`src/hw/rtl/llx_pkg.sv`:
```
`default_nettype none

package llx_pkg;

    // Character classes, decided by the front end
    localparam logic [3:0] CLS_SPACE   = 4'd0;
    localparam logic [3:0] CLS_NEWLINE = 4'd1;
    localparam logic [3:0] CLS_UPPER   = 4'd2;
    localparam logic [3:0] CLS_LOWER   = 4'd3;
    localparam logic [3:0] CLS_DIGIT   = 4'd4;
    localparam logic [3:0] CLS_UNDER   = 4'd5;
    localparam logic [3:0] CLS_COLON   = 4'd6;
    localparam logic [3:0] CLS_MINUS   = 4'd7;
    localparam logic [3:0] CLS_EQUAL   = 4'd8;
    localparam logic [3:0] CLS_PUNCT   = 4'd9;
    localparam logic [3:0] CLS_OTHER   = 4'd10;

    // Token kinds
    localparam logic [4:0] TK_BEGIN   = 5'd0;
    localparam logic [4:0] TK_END     = 5'd1;
    localparam logic [4:0] TK_READ    = 5'd2;
    localparam logic [4:0] TK_WRITE   = 5'd3;
    localparam logic [4:0] TK_ID      = 5'd4;
    localparam logic [4:0] TK_INT     = 5'd5;
    localparam logic [4:0] TK_LPAREN  = 5'd6;
    localparam logic [4:0] TK_RPAREN  = 5'd7;
    localparam logic [4:0] TK_SEMI    = 5'd8;
    localparam logic [4:0] TK_COMMA   = 5'd9;
    localparam logic [4:0] TK_ASSIGN  = 5'd10;
    localparam logic [4:0] TK_PLUS    = 5'd11;
    localparam logic [4:0] TK_MINUS   = 5'd12;
    localparam logic [4:0] TK_EOF     = 5'd13;
    localparam logic [4:0] TK_PIPE    = 5'd14;
    localparam logic [4:0] TK_ERROR   = 5'd15;
    localparam logic [4:0] TK_TOOLONG = 5'd16;

    localparam logic [5:0] LEN_MAX       = 6'd63;
    localparam logic [5:0] MAX_LEN_RESET = 6'd32;

    // Classified beat passed from front to back
    typedef struct packed {
        logic       eoi;
        logic [3:0] cls;
        logic [4:0] kind;
        logic [7:0] ch;
    } item_t;

    // One result
    typedef struct packed {
        logic [4:0] kind;
        logic [5:0] len;
        logic [7:0] off;
    } res_t;

    // All results of one item: one, or two when two is set
    typedef struct packed {
        logic two;
        res_t r0;
        res_t r1;
    } pair_t;

endpackage

`default_nettype wire

```
`src/hw/rtl/micro_language_lexer.sv`:
```
// Channel  | Ports                                        | Direction
// ---------+----------------------------------------------+----------
// source   | s_valid s_ready s_character s_end_of_input   | in
// tokens   | m_valid m_ready m_token_kind m_lexeme_length | out
//          | m_offending_char m_last                      |
// config   | cfg_wr_en cfg_wr_data                        | in
//
// One source beat per cycle is taken while the input queue has room; the input
// queue registers it before the scanner, and the output queue registers its
// results before m_. Each token beat takes one output cycle while m_ready is
// high, so a byte that flushes a pending token and gives one of its own (or an
// end mark after a pending token) gives two beats; the output queue absorbs this.
// Input and output stall independently through the two queues.
// Reset (aresetn low, synchronous) empties both queues and returns the scanner
// to idle with max_identifier_length at 32.
`default_nettype none

module micro_language_lexer #(
    parameter int KEYWORD_CHARS   = 5,
    parameter int LENGTH_LIMIT    = 63,
    parameter int IN_QUEUE_DEPTH  = 4,
    parameter int OUT_QUEUE_DEPTH = 4
) (
    input  wire logic       aclk,
    input  wire logic       aresetn,
    input  wire logic       s_valid,
    output logic            s_ready,
    input  wire logic [7:0] s_character,
    input  wire logic       s_end_of_input,
    output logic            m_valid,
    input  wire logic       m_ready,
    output logic [4:0]      m_token_kind,
    output logic [5:0]      m_lexeme_length,
    output logic [7:0]      m_offending_char,
    output logic            m_last,
    input  wire logic       cfg_wr_en,
    input  wire logic [5:0] cfg_wr_data
);

    logic [5:0]     max_len_reg;
    logic           slot_reg, slot_next;

    logic           fr_valid, fr_ready;
    llx_pkg::item_t fr_item;
    logic           iq_valid, iq_ready;
    llx_pkg::item_t iq_item;
    logic           sc_valid, sc_ready;
    llx_pkg::pair_t sc_pair;
    logic           oq_valid, oq_ready;
    llx_pkg::pair_t oq_pair;
    llx_pkg::res_t  cur_res;

    // Hold the identifier length limit
    always_ff @(posedge aclk) begin
        if (!aresetn) begin
            max_len_reg <= llx_pkg::MAX_LEN_RESET;
        end else if (cfg_wr_en) begin
            max_len_reg <= cfg_wr_data;
        end
    end

    llx_front u_front (
        .s_valid        (s_valid),
        .s_ready        (s_ready),
        .s_character    (s_character),
        .s_end_of_input (s_end_of_input),
        .item_valid     (fr_valid),
        .item_ready     (fr_ready),
        .item           (fr_item)
    );

    llx_fifo #(
        .WIDTH ($bits(llx_pkg::item_t)),
        .DEPTH (IN_QUEUE_DEPTH)
    ) u_in_queue (
        .aclk     (aclk),
        .aresetn  (aresetn),
        .wr_valid (fr_valid),
        .wr_ready (fr_ready),
        .wr_data  (fr_item),
        .rd_valid (iq_valid),
        .rd_ready (iq_ready),
        .rd_data  (iq_item)
    );

    llx_scan #(
        .KEYWORD_CHARS (KEYWORD_CHARS),
        .LENGTH_LIMIT  (LENGTH_LIMIT)
    ) u_scan (
        .aclk      (aclk),
        .aresetn   (aresetn),
        .max_len   (max_len_reg),
        .in_valid  (iq_valid),
        .in_ready  (iq_ready),
        .in_item   (iq_item),
        .out_valid (sc_valid),
        .out_ready (sc_ready),
        .out_pair  (sc_pair)
    );

    llx_fifo #(
        .WIDTH ($bits(llx_pkg::pair_t)),
        .DEPTH (OUT_QUEUE_DEPTH)
    ) u_out_queue (
        .aclk     (aclk),
        .aresetn  (aresetn),
        .wr_valid (sc_valid),
        .wr_ready (sc_ready),
        .wr_data  (sc_pair),
        .rd_valid (oq_valid),
        .rd_ready (oq_ready),
        .rd_data  (oq_pair)
    );

    // Unpack a queued pair into one or two token beats
    always_comb begin
        cur_res          = slot_reg ? oq_pair.r1 : oq_pair.r0;
        m_valid          = oq_valid;
        m_token_kind     = cur_res.kind;
        m_lexeme_length  = cur_res.len;
        m_offending_char = cur_res.off;
        m_last           = slot_reg || !oq_pair.two;
        oq_ready         = m_ready && m_last;
        slot_next        = slot_reg;
        if (m_valid && m_ready) begin
            slot_next = !m_last;
        end
    end

    always_ff @(posedge aclk) begin
        if (!aresetn) begin
            slot_reg <= 1'b0;
        end else begin
            slot_reg <= slot_next;
        end
    end

    // Second slot is only ever selected on a queued two-token pair
    assert property (@(posedge aclk) disable iff (!aresetn)
        slot_reg |-> (oq_valid && oq_pair.two))
        else $error("second token slot selected without a two-token pair");

    // Scanner never consumes a beat the output queue cannot hold
    assert property (@(posedge aclk) disable iff (!aresetn)
        (iq_valid && iq_ready) |-> sc_ready)
        else $error("scanner advanced while output queue full");

    // A two-token pair pops only after both tokens went out
    assert property (@(posedge aclk) disable iff (!aresetn)
        (oq_valid && oq_ready && oq_pair.two) |-> slot_reg)
        else $error("two-token pair dropped before its second token");

endmodule

`default_nettype wire

```
`src/hw/rtl/llx_fifo.sv`:
```
`default_nettype none

module llx_fifo #(
    parameter int WIDTH = 8,
    parameter int DEPTH = 4
) (
    input  wire logic             aclk,
    input  wire logic             aresetn,
    input  wire logic             wr_valid,
    output logic                  wr_ready,
    input  wire logic [WIDTH-1:0] wr_data,
    output logic                  rd_valid,
    input  wire logic             rd_ready,
    output logic      [WIDTH-1:0] rd_data
);

    localparam int PW = $clog2(DEPTH);
    localparam int CW = $clog2(DEPTH + 1);

    logic [WIDTH-1:0] mem_reg [DEPTH];
    logic [PW-1:0]    wr_ptr_reg, wr_ptr_next;
    logic [PW-1:0]    rd_ptr_reg, rd_ptr_next;
    logic [CW-1:0]    cnt_reg, cnt_next;
    logic             push, pop;

    assign wr_ready = (cnt_reg != CW'(DEPTH));
    assign rd_valid = (cnt_reg != '0);
    assign rd_data  = mem_reg[rd_ptr_reg];
    assign push     = wr_valid && wr_ready;
    assign pop      = rd_valid && rd_ready;

    // Advance pointers, wrapping at the last entry, and occupancy
    always_comb begin
        wr_ptr_next = wr_ptr_reg;
        rd_ptr_next = rd_ptr_reg;
        if (push) begin
            wr_ptr_next = (wr_ptr_reg == PW'(DEPTH - 1)) ? '0 : wr_ptr_reg + PW'(1);
        end
        if (pop) begin
            rd_ptr_next = (rd_ptr_reg == PW'(DEPTH - 1)) ? '0 : rd_ptr_reg + PW'(1);
        end
        case ({push, pop})
            2'b10:   cnt_next = cnt_reg + CW'(1);
            2'b01:   cnt_next = cnt_reg - CW'(1);
            default: cnt_next = cnt_reg;
        endcase
    end

    always_ff @(posedge aclk) begin
        if (!aresetn) begin
            wr_ptr_reg <= '0;
            rd_ptr_reg <= '0;
            cnt_reg    <= '0;
        end else begin
            wr_ptr_reg <= wr_ptr_next;
            rd_ptr_reg <= rd_ptr_next;
            cnt_reg    <= cnt_next;
        end
    end

    // Store the incoming beat
    always_ff @(posedge aclk) begin
        if (push) begin
            mem_reg[wr_ptr_reg] <= wr_data;
        end
    end

endmodule

`default_nettype wire

```
`src/hw/rtl/llx_front.sv`:
```
`default_nettype none

module llx_front (
    input  wire logic         s_valid,
    output logic              s_ready,
    input  wire logic [7:0]   s_character,
    input  wire logic         s_end_of_input,
    output logic              item_valid,
    input  wire logic         item_ready,
    output llx_pkg::item_t    item
);

    // Sort a byte into its class; single-character tokens get their kind here
    function automatic llx_pkg::item_t classify(input logic [7:0] c, input logic eoi);
        llx_pkg::item_t r;
        r.eoi  = eoi;
        r.ch   = c;
        r.kind = llx_pkg::TK_ERROR;
        if (c >= "A" && c <= "Z") begin
            r.cls = llx_pkg::CLS_UPPER;
        end else if (c >= "a" && c <= "z") begin
            r.cls = llx_pkg::CLS_LOWER;
        end else if (c >= "0" && c <= "9") begin
            r.cls = llx_pkg::CLS_DIGIT;
        end else if (c == 8'd10) begin
            r.cls = llx_pkg::CLS_NEWLINE;
        end else if (c == " " || (c >= 8'd9 && c <= 8'd13)) begin
            r.cls = llx_pkg::CLS_SPACE;
        end else begin
            r.cls = llx_pkg::CLS_PUNCT;
            case (c)
                "|":     r.kind = llx_pkg::TK_PIPE;
                "(":     r.kind = llx_pkg::TK_LPAREN;
                ")":     r.kind = llx_pkg::TK_RPAREN;
                ";":     r.kind = llx_pkg::TK_SEMI;
                ",":     r.kind = llx_pkg::TK_COMMA;
                "+":     r.kind = llx_pkg::TK_PLUS;
                ":":     r.cls = llx_pkg::CLS_COLON;
                "-":     r.cls = llx_pkg::CLS_MINUS;
                "=":     r.cls = llx_pkg::CLS_EQUAL;
                "_":     r.cls = llx_pkg::CLS_UNDER;
                default: r.cls = llx_pkg::CLS_OTHER;
            endcase
        end
        return r;
    endfunction

    // Pass the classified beat straight into the queue
    assign item       = classify(s_character, s_end_of_input);
    assign item_valid = s_valid;
    assign s_ready    = item_ready;

endmodule

`default_nettype wire

```
`src/hw/rtl/llx_scan.sv`:
```
`default_nettype none

module llx_scan #(
    parameter int KEYWORD_CHARS = 5,
    parameter int LENGTH_LIMIT  = 63
) (
    input  wire logic           aclk,
    input  wire logic           aresetn,
    input  wire logic [5:0]     max_len,
    input  wire logic           in_valid,
    output logic                in_ready,
    input  wire llx_pkg::item_t in_item,
    output logic                out_valid,
    input  wire logic           out_ready,
    output llx_pkg::pair_t      out_pair
);

    localparam int CW  = $clog2(LENGTH_LIMIT + 1);
    localparam int KIW = $clog2(KEYWORD_CHARS);

    localparam logic [2:0] MODE_IDLE    = 3'd0;
    localparam logic [2:0] MODE_IDENT   = 3'd1;
    localparam logic [2:0] MODE_NUMBER  = 3'd2;
    localparam logic [2:0] MODE_COLON   = 3'd3;
    localparam logic [2:0] MODE_MINUS   = 3'd4;
    localparam logic [2:0] MODE_COMMENT = 3'd5;

    localparam logic [39:0] KW_BEGIN = "BEGIN";
    localparam logic [23:0] KW_END   = "END";
    localparam logic [31:0] KW_READ  = "READ";
    localparam logic [39:0] KW_WRITE = "WRITE";

    logic [2:0]    mode_reg, mode_next;
    logic [CW-1:0] cnt_reg, cnt_next;
    logic [1:0]    flags_reg, flags_next;
    logic [7:0]    pfx_reg [KEYWORD_CHARS];

    logic          fire;
    logic          idle_emit, idle_start;
    logic [2:0]    idle_mode;
    llx_pkg::res_t idle_res;
    logic          pend_emit, tail_emit, use_idle, take, start, grow;
    llx_pkg::res_t pend_res, tail_res, id_res, int_res, err_colon_res, simple_res;
    logic [39:0]   up_word;
    logic [4:0]    id_kind;
    logic [5:0]    sat_len;
    logic [CW-1:0] base_cnt;
    logic [1:0]    base_flags;
    logic          pfx_we;

    function automatic logic [7:0] upcase(input logic [7:0] c);
        return (c >= "a" && c <= "z") ? c - 8'd32 : c;
    endfunction

    assign fire     = in_valid && out_ready;
    assign in_ready = out_ready;

    // Classify the pending lexeme as keyword, identifier or too long
    always_comb begin
        up_word = {upcase(pfx_reg[0]), upcase(pfx_reg[1]), upcase(pfx_reg[2]),
                   upcase(pfx_reg[3]), upcase(pfx_reg[4])};
        sat_len = (cnt_reg > CW'(llx_pkg::LEN_MAX)) ? llx_pkg::LEN_MAX : cnt_reg[5:0];
        if (cnt_reg > CW'(max_len)) begin
            id_kind = llx_pkg::TK_TOOLONG;
        end else if (flags_reg == 2'b00) begin
            id_kind = llx_pkg::TK_ID;
        end else if (cnt_reg == CW'(5) && up_word == KW_BEGIN) begin
            id_kind = llx_pkg::TK_BEGIN;
        end else if (cnt_reg == CW'(3) && up_word[39:16] == KW_END) begin
            id_kind = llx_pkg::TK_END;
        end else if (cnt_reg == CW'(4) && up_word[39:8] == KW_READ) begin
            id_kind = llx_pkg::TK_READ;
        end else if (cnt_reg == CW'(5) && up_word == KW_WRITE) begin
            id_kind = llx_pkg::TK_WRITE;
        end else begin
            id_kind = llx_pkg::TK_ID;
        end
        id_res        = '{kind: id_kind, len: sat_len, off: 8'd0};
        int_res       = '{kind: llx_pkg::TK_INT, len: sat_len, off: 8'd0};
        err_colon_res = '{kind: llx_pkg::TK_ERROR, len: 6'd0, off: ":"};
        simple_res    = '{kind: llx_pkg::TK_MINUS, len: 6'd0, off: 8'd0};
    end

    // Work out what the current byte does when scanned from idle
    always_comb begin
        idle_emit  = 1'b0;
        idle_start = 1'b0;
        idle_mode  = MODE_IDLE;
        idle_res   = '{kind: in_item.kind, len: 6'd0, off: 8'd0};
        case (in_item.cls)
            llx_pkg::CLS_SPACE, llx_pkg::CLS_NEWLINE: begin
                idle_mode = MODE_IDLE;
            end
            llx_pkg::CLS_UPPER, llx_pkg::CLS_LOWER: begin
                idle_start = 1'b1;
                idle_mode  = MODE_IDENT;
            end
            llx_pkg::CLS_DIGIT: begin
                idle_start = 1'b1;
                idle_mode  = MODE_NUMBER;
            end
            llx_pkg::CLS_PUNCT: begin
                idle_emit = 1'b1;
            end
            llx_pkg::CLS_COLON: begin
                idle_mode = MODE_COLON;
            end
            llx_pkg::CLS_MINUS: begin
                idle_mode = MODE_MINUS;
            end
            default: begin
                idle_emit = 1'b1;
                idle_res  = '{kind: llx_pkg::TK_ERROR, len: 6'd0, off: in_item.ch};
            end
        endcase
    end

    // Step the scanner: a pending token first, then the byte's own result
    always_comb begin
        pend_emit = 1'b0;
        pend_res  = id_res;
        tail_emit = 1'b0;
        tail_res  = idle_res;
        use_idle  = 1'b0;
        take      = 1'b0;
        start     = 1'b0;
        mode_next = mode_reg;
        if (in_item.eoi) begin
            case (mode_reg)
                MODE_IDENT: begin
                    pend_emit = 1'b1;
                end
                MODE_NUMBER: begin
                    pend_emit = 1'b1;
                    pend_res  = int_res;
                end
                MODE_COLON: begin
                    pend_emit = 1'b1;
                    pend_res  = err_colon_res;
                end
                MODE_MINUS: begin
                    pend_emit = 1'b1;
                    pend_res  = simple_res;
                end
                default: begin
                    pend_emit = 1'b0;
                end
            endcase
            tail_emit = 1'b1;
            tail_res  = '{kind: llx_pkg::TK_EOF, len: 6'd0, off: 8'd0};
            mode_next = MODE_IDLE;
        end else begin
            case (mode_reg)
                MODE_IDENT: begin
                    if (in_item.cls == llx_pkg::CLS_UPPER || in_item.cls == llx_pkg::CLS_LOWER ||
                        in_item.cls == llx_pkg::CLS_DIGIT || in_item.cls == llx_pkg::CLS_UNDER)
                    begin
                        take = 1'b1;
                    end else begin
                        pend_emit = 1'b1;
                        use_idle  = 1'b1;
                    end
                end
                MODE_NUMBER: begin
                    if (in_item.cls == llx_pkg::CLS_DIGIT) begin
                        take = 1'b1;
                    end else begin
                        pend_emit = 1'b1;
                        pend_res  = int_res;
                        use_idle  = 1'b1;
                    end
                end
                MODE_COLON: begin
                    if (in_item.cls == llx_pkg::CLS_EQUAL) begin
                        tail_emit = 1'b1;
                        tail_res  = '{kind: llx_pkg::TK_ASSIGN, len: 6'd0, off: 8'd0};
                        mode_next = MODE_IDLE;
                    end else begin
                        pend_emit = 1'b1;
                        pend_res  = err_colon_res;
                        use_idle  = 1'b1;
                    end
                end
                MODE_MINUS: begin
                    if (in_item.cls == llx_pkg::CLS_MINUS) begin
                        mode_next = MODE_COMMENT;
                    end else begin
                        pend_emit = 1'b1;
                        pend_res  = simple_res;
                        use_idle  = 1'b1;
                    end
                end
                MODE_COMMENT: begin
                    if (in_item.cls == llx_pkg::CLS_NEWLINE) begin
                        mode_next = MODE_IDLE;
                    end
                end
                default: begin
                    use_idle = 1'b1;
                end
            endcase
            if (use_idle) begin
                tail_emit = idle_emit;
                tail_res  = idle_res;
                mode_next = idle_mode;
                start     = idle_start;
            end
        end
    end

    // Pack the results of this beat
    always_comb begin
        out_valid   = in_valid && (pend_emit || tail_emit);
        out_pair.two = pend_emit && tail_emit;
        out_pair.r0  = pend_emit ? pend_res : tail_res;
        out_pair.r1  = tail_res;
    end

    // Grow the lexeme: count, case flags and keyword prefix
    always_comb begin
        grow       = take || start;
        base_cnt   = start ? '0 : cnt_reg;
        base_flags = start ? 2'b11 : flags_reg;
        cnt_next   = cnt_reg;
        flags_next = flags_reg;
        if (grow) begin
            cnt_next   = (base_cnt < CW'(LENGTH_LIMIT)) ? base_cnt + CW'(1) : base_cnt;
            flags_next = base_flags & {in_item.cls == llx_pkg::CLS_LOWER,
                                       in_item.cls == llx_pkg::CLS_UPPER};
        end
        pfx_we = fire && grow && (base_cnt < CW'(KEYWORD_CHARS));
    end

    always_ff @(posedge aclk) begin
        if (!aresetn) begin
            mode_reg  <= MODE_IDLE;
            cnt_reg   <= '0;
            flags_reg <= 2'b11;
        end else if (fire) begin
            mode_reg  <= mode_next;
            cnt_reg   <= cnt_next;
            flags_reg <= flags_next;
        end
    end

    always_ff @(posedge aclk) begin
        if (pfx_we) begin
            pfx_reg[base_cnt[KIW-1:0]] <= in_item.ch;
        end
    end

endmodule

`default_nettype wire

```
`config.mk`:
```
export PLATFORM = sky130hd
export DESIGN_NAME = micro_language_lexer
export DESIGN_NICKNAME = d
export VERILOG_FILES = /design/src/hw/rtl/llx_pkg.sv /design/src/hw/rtl/micro_language_lexer.sv /design/src/hw/rtl/llx_fifo.sv /design/src/hw/rtl/llx_front.sv /design/src/hw/rtl/llx_scan.sv
export SDC_FILE = /design/constraint.sdc
export NUM_CORES = 1
export LEC_CHECK = 0
export ABC_AREA = 1
export BUFFER_PORTS_ARGS = -buffer_cell sky130_fd_sc_hd__buf_2
export CAP_MARGIN = 20
export CORE_MARGIN = 3
export CORE_UTILIZATION = 40
export DETAILED_ROUTE_END_ITERATION = 7
export PLACE_DENSITY = 0.58
export SLEW_MARGIN = 20
export SYNTH_ARGS = -nofsm -noshare
export SYNTH_HDL_FRONTEND = slang
export SYNTH_SLANG_ARGS = --single-unit
export TNS_END_PERCENT = 20
```
`constraint.sdc`:
```
create_clock -name aclk -period 4.3 [get_ports aclk]
set_input_delay 0.43 -clock aclk [delete_from_list [all_inputs] [get_ports aclk]]
set_output_delay 0.43 -clock aclk [all_outputs]
set_load 0.005 [all_outputs]
```
==> results, run 1 <==
- The number of slew-limit violations in the final report is 0.
- Of all flip-flops after synthesis, the portion carrying an async set or reset was 0%.
- The power density over the cells is 704 nW/um^2.
- The completed layout was analyzed and its total power is 9.79 mW.
- After the flow finishes, the layout carries non-filler instances totaling 1697.
- Setup total negative slack on the finished layout was measured at 0 ns.
- Counting the fill cells in the layout gives 2760.
- The time the worst path needs with I/O delays and setup is 3.65 ns.
- Compared with the post-synthesis result, the final layout area differs by 12.6%.
- The worst register-to-register path ends at u_out_queue.cnt_reg[2].
- The post-synthesis cell type count is 47.
- Across the VDD grid, the largest voltage drop is about 0.00036 V.
- The synthesized design devotes to its leading area cell type between 50% and 60% of total area.
- After clock tree synthesis, the flow added hold-fix buffers numbering 0.
- In this run the register-to-register setup slack is 0.65 ns.
- The standby leakage power is 5.27 nW.
- For the final database, setup skew stands at 0.0177 ns.
- The kind of start point of the critical path is a flop.
- In this run the count of I/O pins placed on the die edge is 42.
- For this run, the leading register cell type out of synthesis is sky130_fd_sc_hd__edfxtp_1.
- The synthesized design contains 272 register bits.
- The number of synthesized flops with an enable pin is 236.
- The core region is between 30000 and 40000 um^2.
- In this run the remaining antenna-violating nets after routing total 0.
- The number of gates on the worst path with buffers counted is 20.
- On the final layout, the worst hold slack is 0.133 ns.
- Based on the critical path, the design can be clocked at up to 274 MHz.
- For this run, the detailed router's first-pass iteration total came to 5.
- The CTS clock-pin slew for the worst setup and hold paths is 0.06 ns.
- The cell taking the most area after synthesis is sky130_fd_sc_hd__edfxtp_1.
- Once the floorplan was initialized, standard cells occupied just over 40% of the core.
- After detailed routing, the number of remaining DRC violations is 0.
- The path class of the tightest hold or removal check is input pin to flop.
- The post-synth net total is around 1300.
- The largest fanout on the critical path is 21.
- After layout, the worst path uses about 85% of the clock period.
- A synthesized cell averages 10.0 um^2.
- The number of antenna violations at the first check in global routing is 0.
- For the pin with the worst max-slew slack, the measured transition is roughly 1 ns.
- After synthesis, flip-flops and latches occupy 63.2% of the total area.
- The number of input and output port buffers inserted is a little over 40.
- Walking the worst path, the cells encountered are inv_1 > nand3_1 > nand2_1 > nand2_1 > inv_1 > nand2_1 > nand2_2 > nand2_2 > nor2_4 > nand2_4 > nand3_1 > nand3_1 > nand2_2 > ha_1 > inv_1 > fa_1 > a21oi_1 > o21ai_0 > o21ai_0 > a21oi_1.
- The Yosys step of the flow raised 0 warnings.
- The final hold violation count was 0.
- The combined flip-flop and latch cell area is ~8000 um^2.
- The total standard cell area after synthesis is 12300 um^2.
- Across every metal layer, demand over resource in global routing totals 16.7%.
- TritonCTS built the clock tree.
- The number of DRC violations after detailed-routing iteration 0 is 696.
- The number of flip-flops in the largest register is roughly 130.
- The relative slew slack is 33.4%.
- Counting every sink on the clock net gives 272.
- The delay of the slowest cell on the worst path is ~0.47 ns.
- The global-route wire length before repair is between 40000 and 50000 um.
- The maximum number of pins on one net before global-route repair is 65.
- The number of cells produced by synthesis is 1232.
- In the post-synthesis netlist, the biggest area contributors are sky130_fd_sc_hd__edfxtp_1 (57%), sky130_fd_sc_hd__nor2_1 (7.4%), sky130_fd_sc_hd__dfxtp_1 (5.8%), sky130_fd_sc_hd__o21ai_0 (5.4%), sky130_fd_sc_hd__nand2_1 (5.0%).
- After clock tree synthesis, the repair step resized 0 gates.
- Setup violations remaining at the end of the flow were counted as 0.
- The most critical setup path has its endpoint at u_out_queue.cnt_reg[2].
- The type of element capturing the critical path is a flop.
- The die is 182 um tall.
- The multi-input combinational cells in the finished layout cover a total of between 3000 and 4000 um^2.
- Using the TritonRoute via totals, the vias-per-cell ratio works out to 5.13.
- The H-tree level count is 1.
- The number of diodes is 0.
- The die boundary width is 182 um.
- The kind of cell with the highest combined delay on the critical path is simple AND/OR/NAND/NOR gates.
- The die covers 33000 um^2.
- In the final layout, the share of cells above drive strength 1 is a little under 10%.
- Counting both buffers and inverters, the worst setup path holds a total of 3.
- The final layout contains 1331 nets.
- The via count is 8708.
- Global routing finished with a remaining overflow of 0.
- The number of global-route vias before repair came to about 8400.
- Data on the critical path arrives at its endpoint at 4.07 ns.
- The final RePlAce weighted congestion is just under 0.9.
- The detail-routed net length per standard cell is ~17 um.
- The clock buffer count from CTS is 29.
- The placed cell count is around 1600.
- The max-capacitance violation count is 0.
- The run finished with clean final reports.
- Summed over all layers, the routed wires come to 28200 um.
- STA puts the critical path data required time at approximately 4.7 ns.
- The start-to-end type of the worst setup path is flop to flop.
- Clock latency on the worst-skew pair, taken at its later pin, is 0.54 ns.
- The number of cells on the worst reg-to-reg path is 20.
- Setup repair after global routing left no endpoint under its margin.
- The clock passes through at most 3 buffers.
- After floorplanning, the core was divided into 63 placement rows.
- Once detailed placement completed, the half-perimeter wirelength came to 18200 um.
- In this run the post-CTS setup repair buffer count came out at 0.
- The tree is rooted in a sky130_fd_sc_hd__clkbuf_16.
- The cell with the largest stage delay on the worst path is sky130_fd_sc_hd__inv_1.
[per-layer routing]
metal  up-vias  global-route usage (%)  part of all wire, %
met5         -                       0                    0
met4         0                    4.36                  2.0
met3        41                    2.44                  5.4
met2       202                    27.3                   46
met1      4120                    23.6                   46
li1       4345                       -                    -
[worst min-delay path by stage]
stage,startpoint,endpoint,slack (ns),depth (start not counted)
2_1_floorplan,u_in_queue.cnt_reg[0],u_in_queue.cnt_reg[0],0.42,1
3_3_place_gp,u_out_queue.cnt_reg[0],u_out_queue.cnt_reg[0],0.43,1
3_5_place_dp,u_in_queue.cnt_reg[0],u_in_queue.cnt_reg[0],0.44,1
4_1_cts,s_end_of_input,u_in_queue.mem_reg[1][17],0.10,1
5_1_grt,s_end_of_input,u_in_queue.mem_reg[2][17],0.11,1
6_report,s_end_of_input,u_in_queue.mem_reg[1][17],0.13,1
[cell type report]
class	instances	share of cell area, %
clock inverter	14	0.576
clock buffer	40	5.66
multi-input combinational	794	28.2
sequential	272	56.2
inverter	128	3.47
timing repair buffer	59	2.45
tap	390	3.51
[cells in the final DEF (no fill, tap or decap), types with 3 or more instances in the layout]
master | Yosys | layout
sky130_fd_sc_hd__a21o_1 | 3 | 3
sky130_fd_sc_hd__a21oi_1 | 45 | 45
sky130_fd_sc_hd__a31oi_1 | 15 | 15
sky130_fd_sc_hd__buf_2 | 3 | 41
sky130_fd_sc_hd__buf_4 | 1 | 18
sky130_fd_sc_hd__clkbuf_1 | 31 | 9
sky130_fd_sc_hd__clkbuf_16 | 0 | 29
sky130_fd_sc_hd__clkinv_1 | 3 | 7
sky130_fd_sc_hd__clkinv_2 | 0 | 5
sky130_fd_sc_hd__clkinvlp_4 | 0 | 3
sky130_fd_sc_hd__dfxtp_1 | 36 | 35
sky130_fd_sc_hd__edfxtp_1 | 236 | 236
sky130_fd_sc_hd__ha_1 | 25 | 25
sky130_fd_sc_hd__inv_1 | 123 | 123
sky130_fd_sc_hd__nand2_1 | 165 | 165
sky130_fd_sc_hd__nand2_2 | 12 | 12
sky130_fd_sc_hd__nand3_1 | 51 | 51
sky130_fd_sc_hd__nand4_1 | 14 | 14
sky130_fd_sc_hd__nor2_1 | 243 | 239
sky130_fd_sc_hd__nor2_4 | 2 | 6
sky130_fd_sc_hd__nor3_1 | 27 | 27
sky130_fd_sc_hd__nor4_1 | 6 | 6
sky130_fd_sc_hd__o21ai_0 | 132 | 132
sky130_fd_sc_hd__o22ai_1 | 23 | 23
[cells in the mapped netlist, drive strengths merged (2+ instances only)]
master	count
o211a	2
ha	25
a31oi	15
or2	2
nor4	6
o21ai	133
fa	2
o22ai	23
o211ai	2
edfxtp	236
nand3	52
clkbuf	31
a21boi	2
o221ai	2
a21o	3
buf	7
a21oi	45
nor2	247
nor3	27
dfxtp	36
clkinv	3
nand4	14
inv	125
nand2	179
nand3b	2
[through the flow]
stage / instance area [um^2] / utilization (%) / setup WS, ns
after detailed placement: 13000 / 43.4 / 0.615
after global placement: 13000 / 43.4 / 0.734
after global routing: 13900 / 46.3 / 0.246
after CTS: 13900 / 46.3 / 0.613
after floorplan: 12300 / - / 0.945
final: 13900 / 46.3 / 0.653
[power by group]
part	total (mW)	switching (mW)	internal (mW)
Sequential	3.96	0.218	3.74
Combinational	3.59	2.54	1.05
Clock	2.24	0.965	1.28
[kinds of logic after synthesis]
group	share of synthesized area, %
flip-flops	63.2
buffers and inverters	5.25
AND/OR/NAND/NOR	18.2
XOR/XNOR	0.142
AO/OA/AOI/OAI	10.3
adder cells (fa/ha/maj)	2.86
Note: power is estimated with default switching activity, not from simulation.
==> inputs of run 2 (changes only) <==
==> constraint.sdc (replaced) <==
create_clock -name aclk -period 3.7 [get_ports aclk]
set_input_delay 0.37 -clock aclk [delete_from_list [all_inputs] [get_ports aclk]]
set_output_delay 0.37 -clock aclk [all_outputs]
set_load 0.005 [all_outputs]
==> run 2 against run 1 <==
  * Combinational power up 21%
  * Sequential share of layout area is 1.0 points lower
  * Non-clock buffer count grew 16
  * Hold slack worse by 0.078 ns
  * Worst setup slack lost 0.14 ns
  * Clock power grew 33%
  * Design area increased by 1.9%
  * Sequential power up 16%
  * Global-route usage increased by 0.44 points
  * Via count is 1.5% higher
  * Die area stayed put
  * Highest routed layer unchanged
==> results, run 2 (synthesis gave the netlist of run 1 again) <==
- The number of input and output port buffers inserted came to 41 (unchanged).
- The initial cell density of the core came to 41.1% (unchanged).
- The half-perimeter wire length after placement is 18700 um (was 18200 um).
- The global routing usage summed across all routing layers came to 17.2% (was 16.7%).
- CP Cell Sequence: inv_4 > nand2_1 > nand3_1 > nand2_1 > nand2_1 > inv_1 > nand2_1 > nand2_2 > nand2_2 > nor2_4 > nand2_4 > nand3_1 > nand3_1 > nand2_2 > ha_1 > inv_1 > fa_1 > a21oi_1 > o21ai_0 > o21ai_0 > a21oi_1 (was inv_1 > nand3_1 > nand2_1 > nand2_1 > inv_1 > nand2_1 > nand2_2 > nand2_2 > nor2_4 > nand2_4 > nand3_1 > nand3_1 > nand2_2 > ha_1 > inv_1 > fa_1 > a21oi_1 > o21ai_0 > o21ai_0 > a21oi_1).
- The max-capacitance violation count is 0 (unchanged).
- The worst clock skew on the final layout is 0.0149 ns (was 0.0177 ns).
- Among the stages of the critical path, the cell type that occurs most often is sky130_fd_sc_hd__nand2_1.
- The maximum number of pins on one net before global-route repair came to 63 (was 65).
- The routed wire length was 28700 um (was 28200 um).
- The clock sink count is 272 (unchanged).
- The type of element capturing the critical path is a flop (unchanged).
- The via count came to 8836 (was 8708).
- The layout overhead on the synthesized area came to 14.7% (was 12.6%).
- The die boundary width is 182 um (unchanged).
- The cell area after layout is 14200 um^2 (was 13900 um^2).
- Most frequent cells in the layout: sky130_fd_sc_hd__nor2_1 (239), sky130_fd_sc_hd__edfxtp_1 (236), sky130_fd_sc_hd__nand2_1 (165) (unchanged).
- The number of diodes is 0 (unchanged).
- The total power draw came to 11.9 mW (was 9.79 mW).
- The number of optimization iterations in the first detailed-route pass came to 5 (unchanged).
- The buffer cell driving the clock tree root is sky130_fd_sc_hd__clkbuf_16 (unchanged).
- The time the worst path needs with I/O delays and setup was 3.19 ns (was 3.65 ns).
- The detail-routed net length per standard cell is 16.8 um (was 16.6 um).
- The CTS clock-pin slew for the worst setup and hold paths came to 0.06 ns (about the same).
- The type of the tightest min-delay check is input pin to flop (unchanged).
- The power density over the cells is 842 nW/um^2 (was 704 nW/um^2).
- The die height came to 182 um (unchanged).
- The H-tree level count came to 1 (unchanged).
- The accumulated negative setup slack was 0 ns (unchanged).
- The number of DRC violations after detailed routing is 0 (unchanged).
- The via density per instance is 5.15 (was 5.13).
- The floorplan row count came to 63 (unchanged).
- The number of nets still failing antenna checks after routing is 0 (unchanged).
- The number of fill cells was 2756 (was 2760).
- The final RePlAce weighted congestion is 0.887 (was 0.878).
- The most common cell after layout, fill and taps aside was sky130_fd_sc_hd__nor2_1 (unchanged).
- The start-to-end type of the worst setup path was flop to flop (unchanged).
- The maximum frequency from static timing analysis is 313 MHz (was 274 MHz).
- The largest fanout on the critical path is 14 (was 21).
- The kind of start point of the critical path is a flop (unchanged).
- The global-route wire length before repair is 46100 um (was 44800 um).
- The maximum VDD drop was 0.000382 V (was 0.000364 V).
- The number of buffers on the longest clock path is 3 (unchanged).
- The number of flip-flops in the largest register was 128 (unchanged).
- The number of setup violations in the final report is 0 (unchanged).
- The number of DRC violations after detailed-routing iteration 0 was 645 (was 696).
- The final hold violation count is 0 (unchanged).
- The minimum hold slack is 0.0549 ns (was 0.133 ns).
- The area of the die is 33000 um^2 (unchanged).
- The critical path data required time is 4.13 ns (was 4.73 ns).
- Status: finished clean (unchanged).
- The final core area utilization was 47.2% (was 46.3%).
- The relative slew slack is 55.2% (was 33.4%).
- The number of buffers added for setup after CTS is 0 (unchanged).
- The delay of the slowest cell on the worst path is 0.48 ns (was 0.47 ns).
- The final period utilization was 86.3% (was 84.8%).
- The share of layout cells above drive strength 1 is 11.0% (was 9.87%).
- The number of global-route vias before repair is 8563 (was 8391).
- The clock buffer count from CTS is 30 (was 29).
- The total congestion overflow is 0 (unchanged).
- Unrepaired setup endpoints after global routing: no (unchanged).
- The cell area reported after detailed placement was 13200 um^2 (was 13000 um^2).
- The origin of the worst min-delay path was s_end_of_input (unchanged).
- The boundary pin count is 42 (unchanged).
- The worst-skew pair later-pin latency is 0.54 ns (about the same).
- The number of slew-limit violations in the final report was 0 (unchanged).
- The core outline area is 30000 um^2 (unchanged).
- The standby leakage power is 5.41 nW (was 5.27 nW).
- The number of antenna violations at the first check in global routing was 0 (unchanged).
- The actual transition at the worst max-transition pin is 0.667 ns (was 0.999 ns).
- The TritonCTS clock tree is done (unchanged).
- The final net count is 1348 (was 1331).
- The cell with the largest stage delay on the worst path is sky130_fd_sc_hd__dfxtp_2 (was sky130_fd_sc_hd__inv_1).
- The data arrival time of the critical path is 3.62 ns (was 4.07 ns).
[run 2: cell count changes in the layout (fill, tap and decap cells not counted), moves of 2 or more]
cell / change
sky130_fd_sc_hd__clkbuf_16: +2
sky130_fd_sc_hd__clkinv_1: +4
sky130_fd_sc_hd__buf_4: +15
sky130_fd_sc_hd__clkinvlp_4: -2
sky130_fd_sc_hd__clkbuf_8: -2
sky130_fd_sc_hd__clkbuf_1: -2
sky130_fd_sc_hd__bufinv_16: +4
sky130_fd_sc_hd__clkinv_2: -3
[run 2: layout make-up]
class                           count  area (um^2)  share of cell area [%]
Timing Repair Buffer               75          473                    3.34
Clock buffer                       38          802                    5.66
Inverter                          128          483                    3.41
Multi-Input combinational cell    794         3920                    27.7
Sequential cell                   272         7810                    55.1
Tap cell                          390          488                    3.44
Clock inverter                     18          190                    1.34
[run 2: path summary, 6_finish.rpt]
check	slack (ns)	depth (start not counted)	endpoint
max	0.51	21	u_out_queue.cnt_reg[2]
min	0.05	1	u_in_queue.mem_reg[3][17]
max reg2reg	0.51	21	u_out_queue.cnt_reg[2]
min reg2reg	0.45	1	u_out_queue.cnt_reg[0]
[run 2: what timing repair did]
item / CTS / global route
gates resized for setup: 0 / 1
endpoints found under the setup margin: 0 / 1
hold buffers: 0 / 0
[run 2: power breakdown]
group	switching, mW	internal [mW]
Combinational	2.98	1.36
Sequential	0.270	4.34
Clock	1.17	1.80
[run 2: critical path, delay by kind of cell, from the launching register on]
family                   cells  cell delay [ns]
flip-flops                   1             0.48
AND/OR/NAND/NOR             12             1.28
adder cells (fa/ha/maj)      2             0.59
AO/OA/AOI/OAI                4             0.45
buffers and inverters        3             0.28
[run 2: routing by layer]
layer	share of wire (%)	global-route usage, %	up-vias	wire (um)
li1	-	-	4397	-
met1	47	24.0	4208	13400
met2	47	28.7	192	13500
met3	4.7	2.28	39	1340
met4	1.7	3.87	0	479
met5	0	0	-	0
[run 2: per-stage QoR]
step	setup slack, ns	std cells
detailed placement	0.316	1659
CTS	0.305	1715
global route	0.0203	1715
global placement	0.406	1659
finish	0.508	1715
floorplan	0.345	1232
==> inputs of run 3 (changes only) <==
==> constraint.sdc (replaced) <==
create_clock -name aclk -period 3.8 [get_ports aclk]
set_input_delay 0.38 -clock aclk [delete_from_list [all_inputs] [get_ports aclk]]
set_output_delay 0.38 -clock aclk [all_outputs]
set_load 0.005 [all_outputs]
==> run 3 against run 2 <==
  * Die area unchanged
  * Utilization fell by 0.39 points
  * Clock power fell by 11%
  * Register-to-register slack about the same
  * Power decreased by 5.3%
  * Hold slack improved by 0.012 ns
  * First-iteration DRC count rose by 0.16%
  * Flip-flop and latch count unchanged
  * Worst setup slack got worse by 0.0098 ns
  * Global-route usage down 0.37 points
==> results, run 3 (synthesis gave the netlist of run 1 again) <==
- Status: finished clean (unchanged).
- The number of setup violations in the final report is 0 (unchanged).
- The floorplan row count is 63 (unchanged).
- The number of fill cells is 2756 (unchanged).
- The maximum VDD drop is 0.000356 V (was 0.000382 V).
- The die boundary width is 182 um (unchanged).
- The number of optimization iterations in the first detailed-route pass is 5 (unchanged).
- The power density over the cells was 803 nW/um^2 (was 842 nW/um^2).
- The number of buffers on the longest clock path came to 3 (unchanged).
- The final period utilization is 86.9% (was 86.3%).
- The critical path data required time is 4.23 ns (was 4.13 ns).
- Unrepaired setup endpoints after global routing: no (unchanged).
- The via count came to 8743 (was 8836).
- The via density per instance came to 5.11 (was 5.15).
- The standby leakage power is 5.35 nW (was 5.41 nW).
- The relative slew slack was 40.8% (was 55.2%).
- The sequential cell fraction of total power is 39.7% (was 38.7%).
- The final net count is 1345 (was 1348).
- The number of flip-flops in the largest register was 128 (unchanged).
- The placed cell count is 1657 (was 1659).
- The core outline area is 30000 um^2 (unchanged).
- The number of buffers inserted by hold repair at cts is 0 (unchanged).
- The number of DRC violations after detailed routing is 0 (unchanged).
- The reg-to-reg setup timing slack is 0.50 ns (was 0.51 ns).
- The H-tree level count is 1 (unchanged).
- The total congestion overflow is 0 (unchanged).
- The worst hold path cell count was 1 (unchanged).
- The worst-skew pair later-pin latency was 0.56 ns (was 0.54 ns).
- The count of instances resized after the clock tree is built came to 0 (unchanged).
- The internal power was 7.03 mW (was 7.50 mW).
- The initial cell density of the core is 41.1% (unchanged).
- The kind of start point of the critical path is a flop (unchanged).
- The number of buffers added for setup after CTS is 0 (unchanged).
- The area of the die came to 33000 um^2 (unchanged).
- The share of layout cells above drive strength 1 is 10.7% (was 11.0%).
- The start-to-end type of the worst setup path is flop to flop (unchanged).
- The endpoint with the worst hold slack is u_in_queue.mem_reg[1][17] (was u_in_queue.mem_reg[3][17]).
- The minimum hold slack was 0.0672 ns (was 0.0549 ns).
- The routed wire length came to 28000 um (was 28700 um).
- The CTS clock-pin slew for the worst setup and hold paths is 0.06 ns (about the same).
- The number of DRC violations after detailed-routing iteration 0 came to 646 (was 645).
- The proportion of power drawn by combinational gates is 36.7% (was 36.4%).
- Most frequent cells in the layout: sky130_fd_sc_hd__nor2_1 (239), sky130_fd_sc_hd__edfxtp_1 (236), sky130_fd_sc_hd__nand2_1 (165) (unchanged).
- The maximum frequency from static timing analysis is 303 MHz (was 313 MHz).
- The clock sink count is 272 (unchanged).
- The origin of the worst min-delay path is s_end_of_input (unchanged).
- The TritonCTS clock tree was done (unchanged).
- The buffer cell driving the clock tree root was sky130_fd_sc_hd__clkbuf_16 (unchanged).
- The accumulated negative setup slack is 0 ns (unchanged).
- The maximum number of pins on one net before global-route repair is 63 (unchanged).
- The number of input and output port buffers inserted is 41 (unchanged).
- The actual transition at the worst max-transition pin is 0.888 ns (was 0.667 ns).
- The final RePlAce weighted congestion was 0.900 (was 0.887).
- The logic depth of the worst register-to-register path is 21 (unchanged).
- The largest fanout on the critical path is 19 (was 14).
- The number of diodes came to 0 (unchanged).
- The number of antenna violations at the first check in global routing is 0 (unchanged).
- The die height is 182 um (unchanged).
- The time the worst path needs with I/O delays and setup is 3.30 ns (was 3.19 ns).
- The detail-routed net length per standard cell is 16.4 um (was 16.8 um).
- The most common cell after layout, fill and taps aside was sky130_fd_sc_hd__nor2_1 (unchanged).
- The endpoint of the worst register-to-register path is u_out_queue.cnt_reg[2] (unchanged).
- The number of nets still failing antenna checks after routing was 0 (unchanged).
- The max-capacitance violation count is 0 (unchanged).
- The clock group share of total power is 23.5% (was 24.9%).
- The final hold violation count came to 0 (unchanged).
- The layout overhead on the synthesized area is 13.8% (was 14.7%).
- The number of global-route vias before repair came to 8333 (was 8563).
- The number of slew-limit violations in the final report came to 0 (unchanged).
- The boundary pin count is 42 (unchanged).
- The fraction of power spent switching nets came to 37.7% (was 37.1%).
- The type of the tightest min-delay check is input pin to flop (unchanged).
- The data arrival time of the critical path came to 3.73 ns (was 3.62 ns).
- The type of element capturing the critical path is a flop (unchanged).
- The global-route wire length before repair is 44900 um (was 46100 um).
- The half-perimeter wire length after placement is 18300 um (was 18700 um).
- The net switching power figure is 4.25 mW (was 4.42 mW).
- The number of cells in the finished layout apart from fillers is 1711 (was 1715).
- The worst clock skew on the final layout is 0.0197 ns (was 0.0149 ns).
- The clock buffer count from CTS is 29 (was 30).
- The global routing usage summed across all routing layers is 16.8% (was 17.2%).
==> run 3: per-layer routing <==
metal  share of wire (%)  up-vias  GRT usage (%)
met2                  45      213           26.6
li1                    -     4382              -
met3                 4.8       49           2.50
met4                 3.1        0           5.30
met1                  47     4099           24.0
met5                   0        -              0
==> run 3: how the worst max path moves through the flow <==
stage,startpoint,endpoint,slack (ns),depth (start not counted)
2_1_floorplan,flop,u_out_queue.mem_reg[0][0],0.45,17
3_3_place_gp,flop,u_out_queue.cnt_reg[2],0.58,21
3_5_place_dp,flop,u_out_queue.cnt_reg[2],0.48,21
4_1_cts,flop,u_out_queue.cnt_reg[2],0.48,21
5_1_grt,flop,u_out_queue.cnt_reg[2],0.17,21
6_report,flop,u_out_queue.cnt_reg[2],0.50,21
==> run 3: critical path: stages (launching register included) <==
cell,delay [ns]
sky130_fd_sc_hd__dfxtp_1,0.56
sky130_fd_sc_hd__inv_4,0.17
sky130_fd_sc_hd__nand2_1,0.09
sky130_fd_sc_hd__nand3_1,0.10
sky130_fd_sc_hd__nand2_1,0.18
sky130_fd_sc_hd__nand2_1,0.07
sky130_fd_sc_hd__inv_1,0.08
sky130_fd_sc_hd__nand2_1,0.09
sky130_fd_sc_hd__nand2_2,0.09
sky130_fd_sc_hd__nand2_2,0.08
sky130_fd_sc_hd__nor2_4,0.15
sky130_fd_sc_hd__nand2_4,0.10
sky130_fd_sc_hd__nand3_1,0.12
sky130_fd_sc_hd__nand3_1,0.12
sky130_fd_sc_hd__nand2_2,0.09
sky130_fd_sc_hd__ha_1,0.15
sky130_fd_sc_hd__inv_1,0.07
sky130_fd_sc_hd__fa_1,0.43
sky130_fd_sc_hd__a21oi_1,0.14
sky130_fd_sc_hd__o21ai_0,0.11
sky130_fd_sc_hd__o21ai_0,0.15
sky130_fd_sc_hd__a21oi_1,0.06
==> run 3: through the flow <==
stage	utilization (%)	area [um^2]	power (mW)	setup WS, ns
6_report	46.8	14000	11.3	0.498
5_1_grt	46.8	14000	12.1	0.172
4_1_cts	46.8	14000	11.4	0.480
3_5_place_dp	43.8	13100	8.74	0.482
3_3_place_gp	43.8	13100	8.70	0.577
2_1_floorplan	-	12300	7.21	0.445
==> run 3: area by class of cell <==
type | instances | area, um^2 | area share [%]
clock buffers | 43 | 798 | 5.68
repair buffers | 73 | 445 | 3.17
inverters | 128 | 483 | 3.44
multi-input cells | 794 | 3920 | 27.9
clock inverters | 11 | 105 | 0.748
flip-flops and latches | 272 | 7810 | 55.6
well taps | 390 | 488 | 3.47
==> run 3: power by group through the flow <==
stage | Clock, mW | Combinational, mW | Sequential (mW)
after global routing | 2.85 | 4.75 | 4.54
final | 2.65 | 4.15 | 4.48
after global placement | 0 | 4.16 | 4.54
after floorplan | 0 | 2.75 | 4.46
after detailed placement | 0 | 4.19 | 4.55
after CTS | 2.73 | 4.21 | 4.49
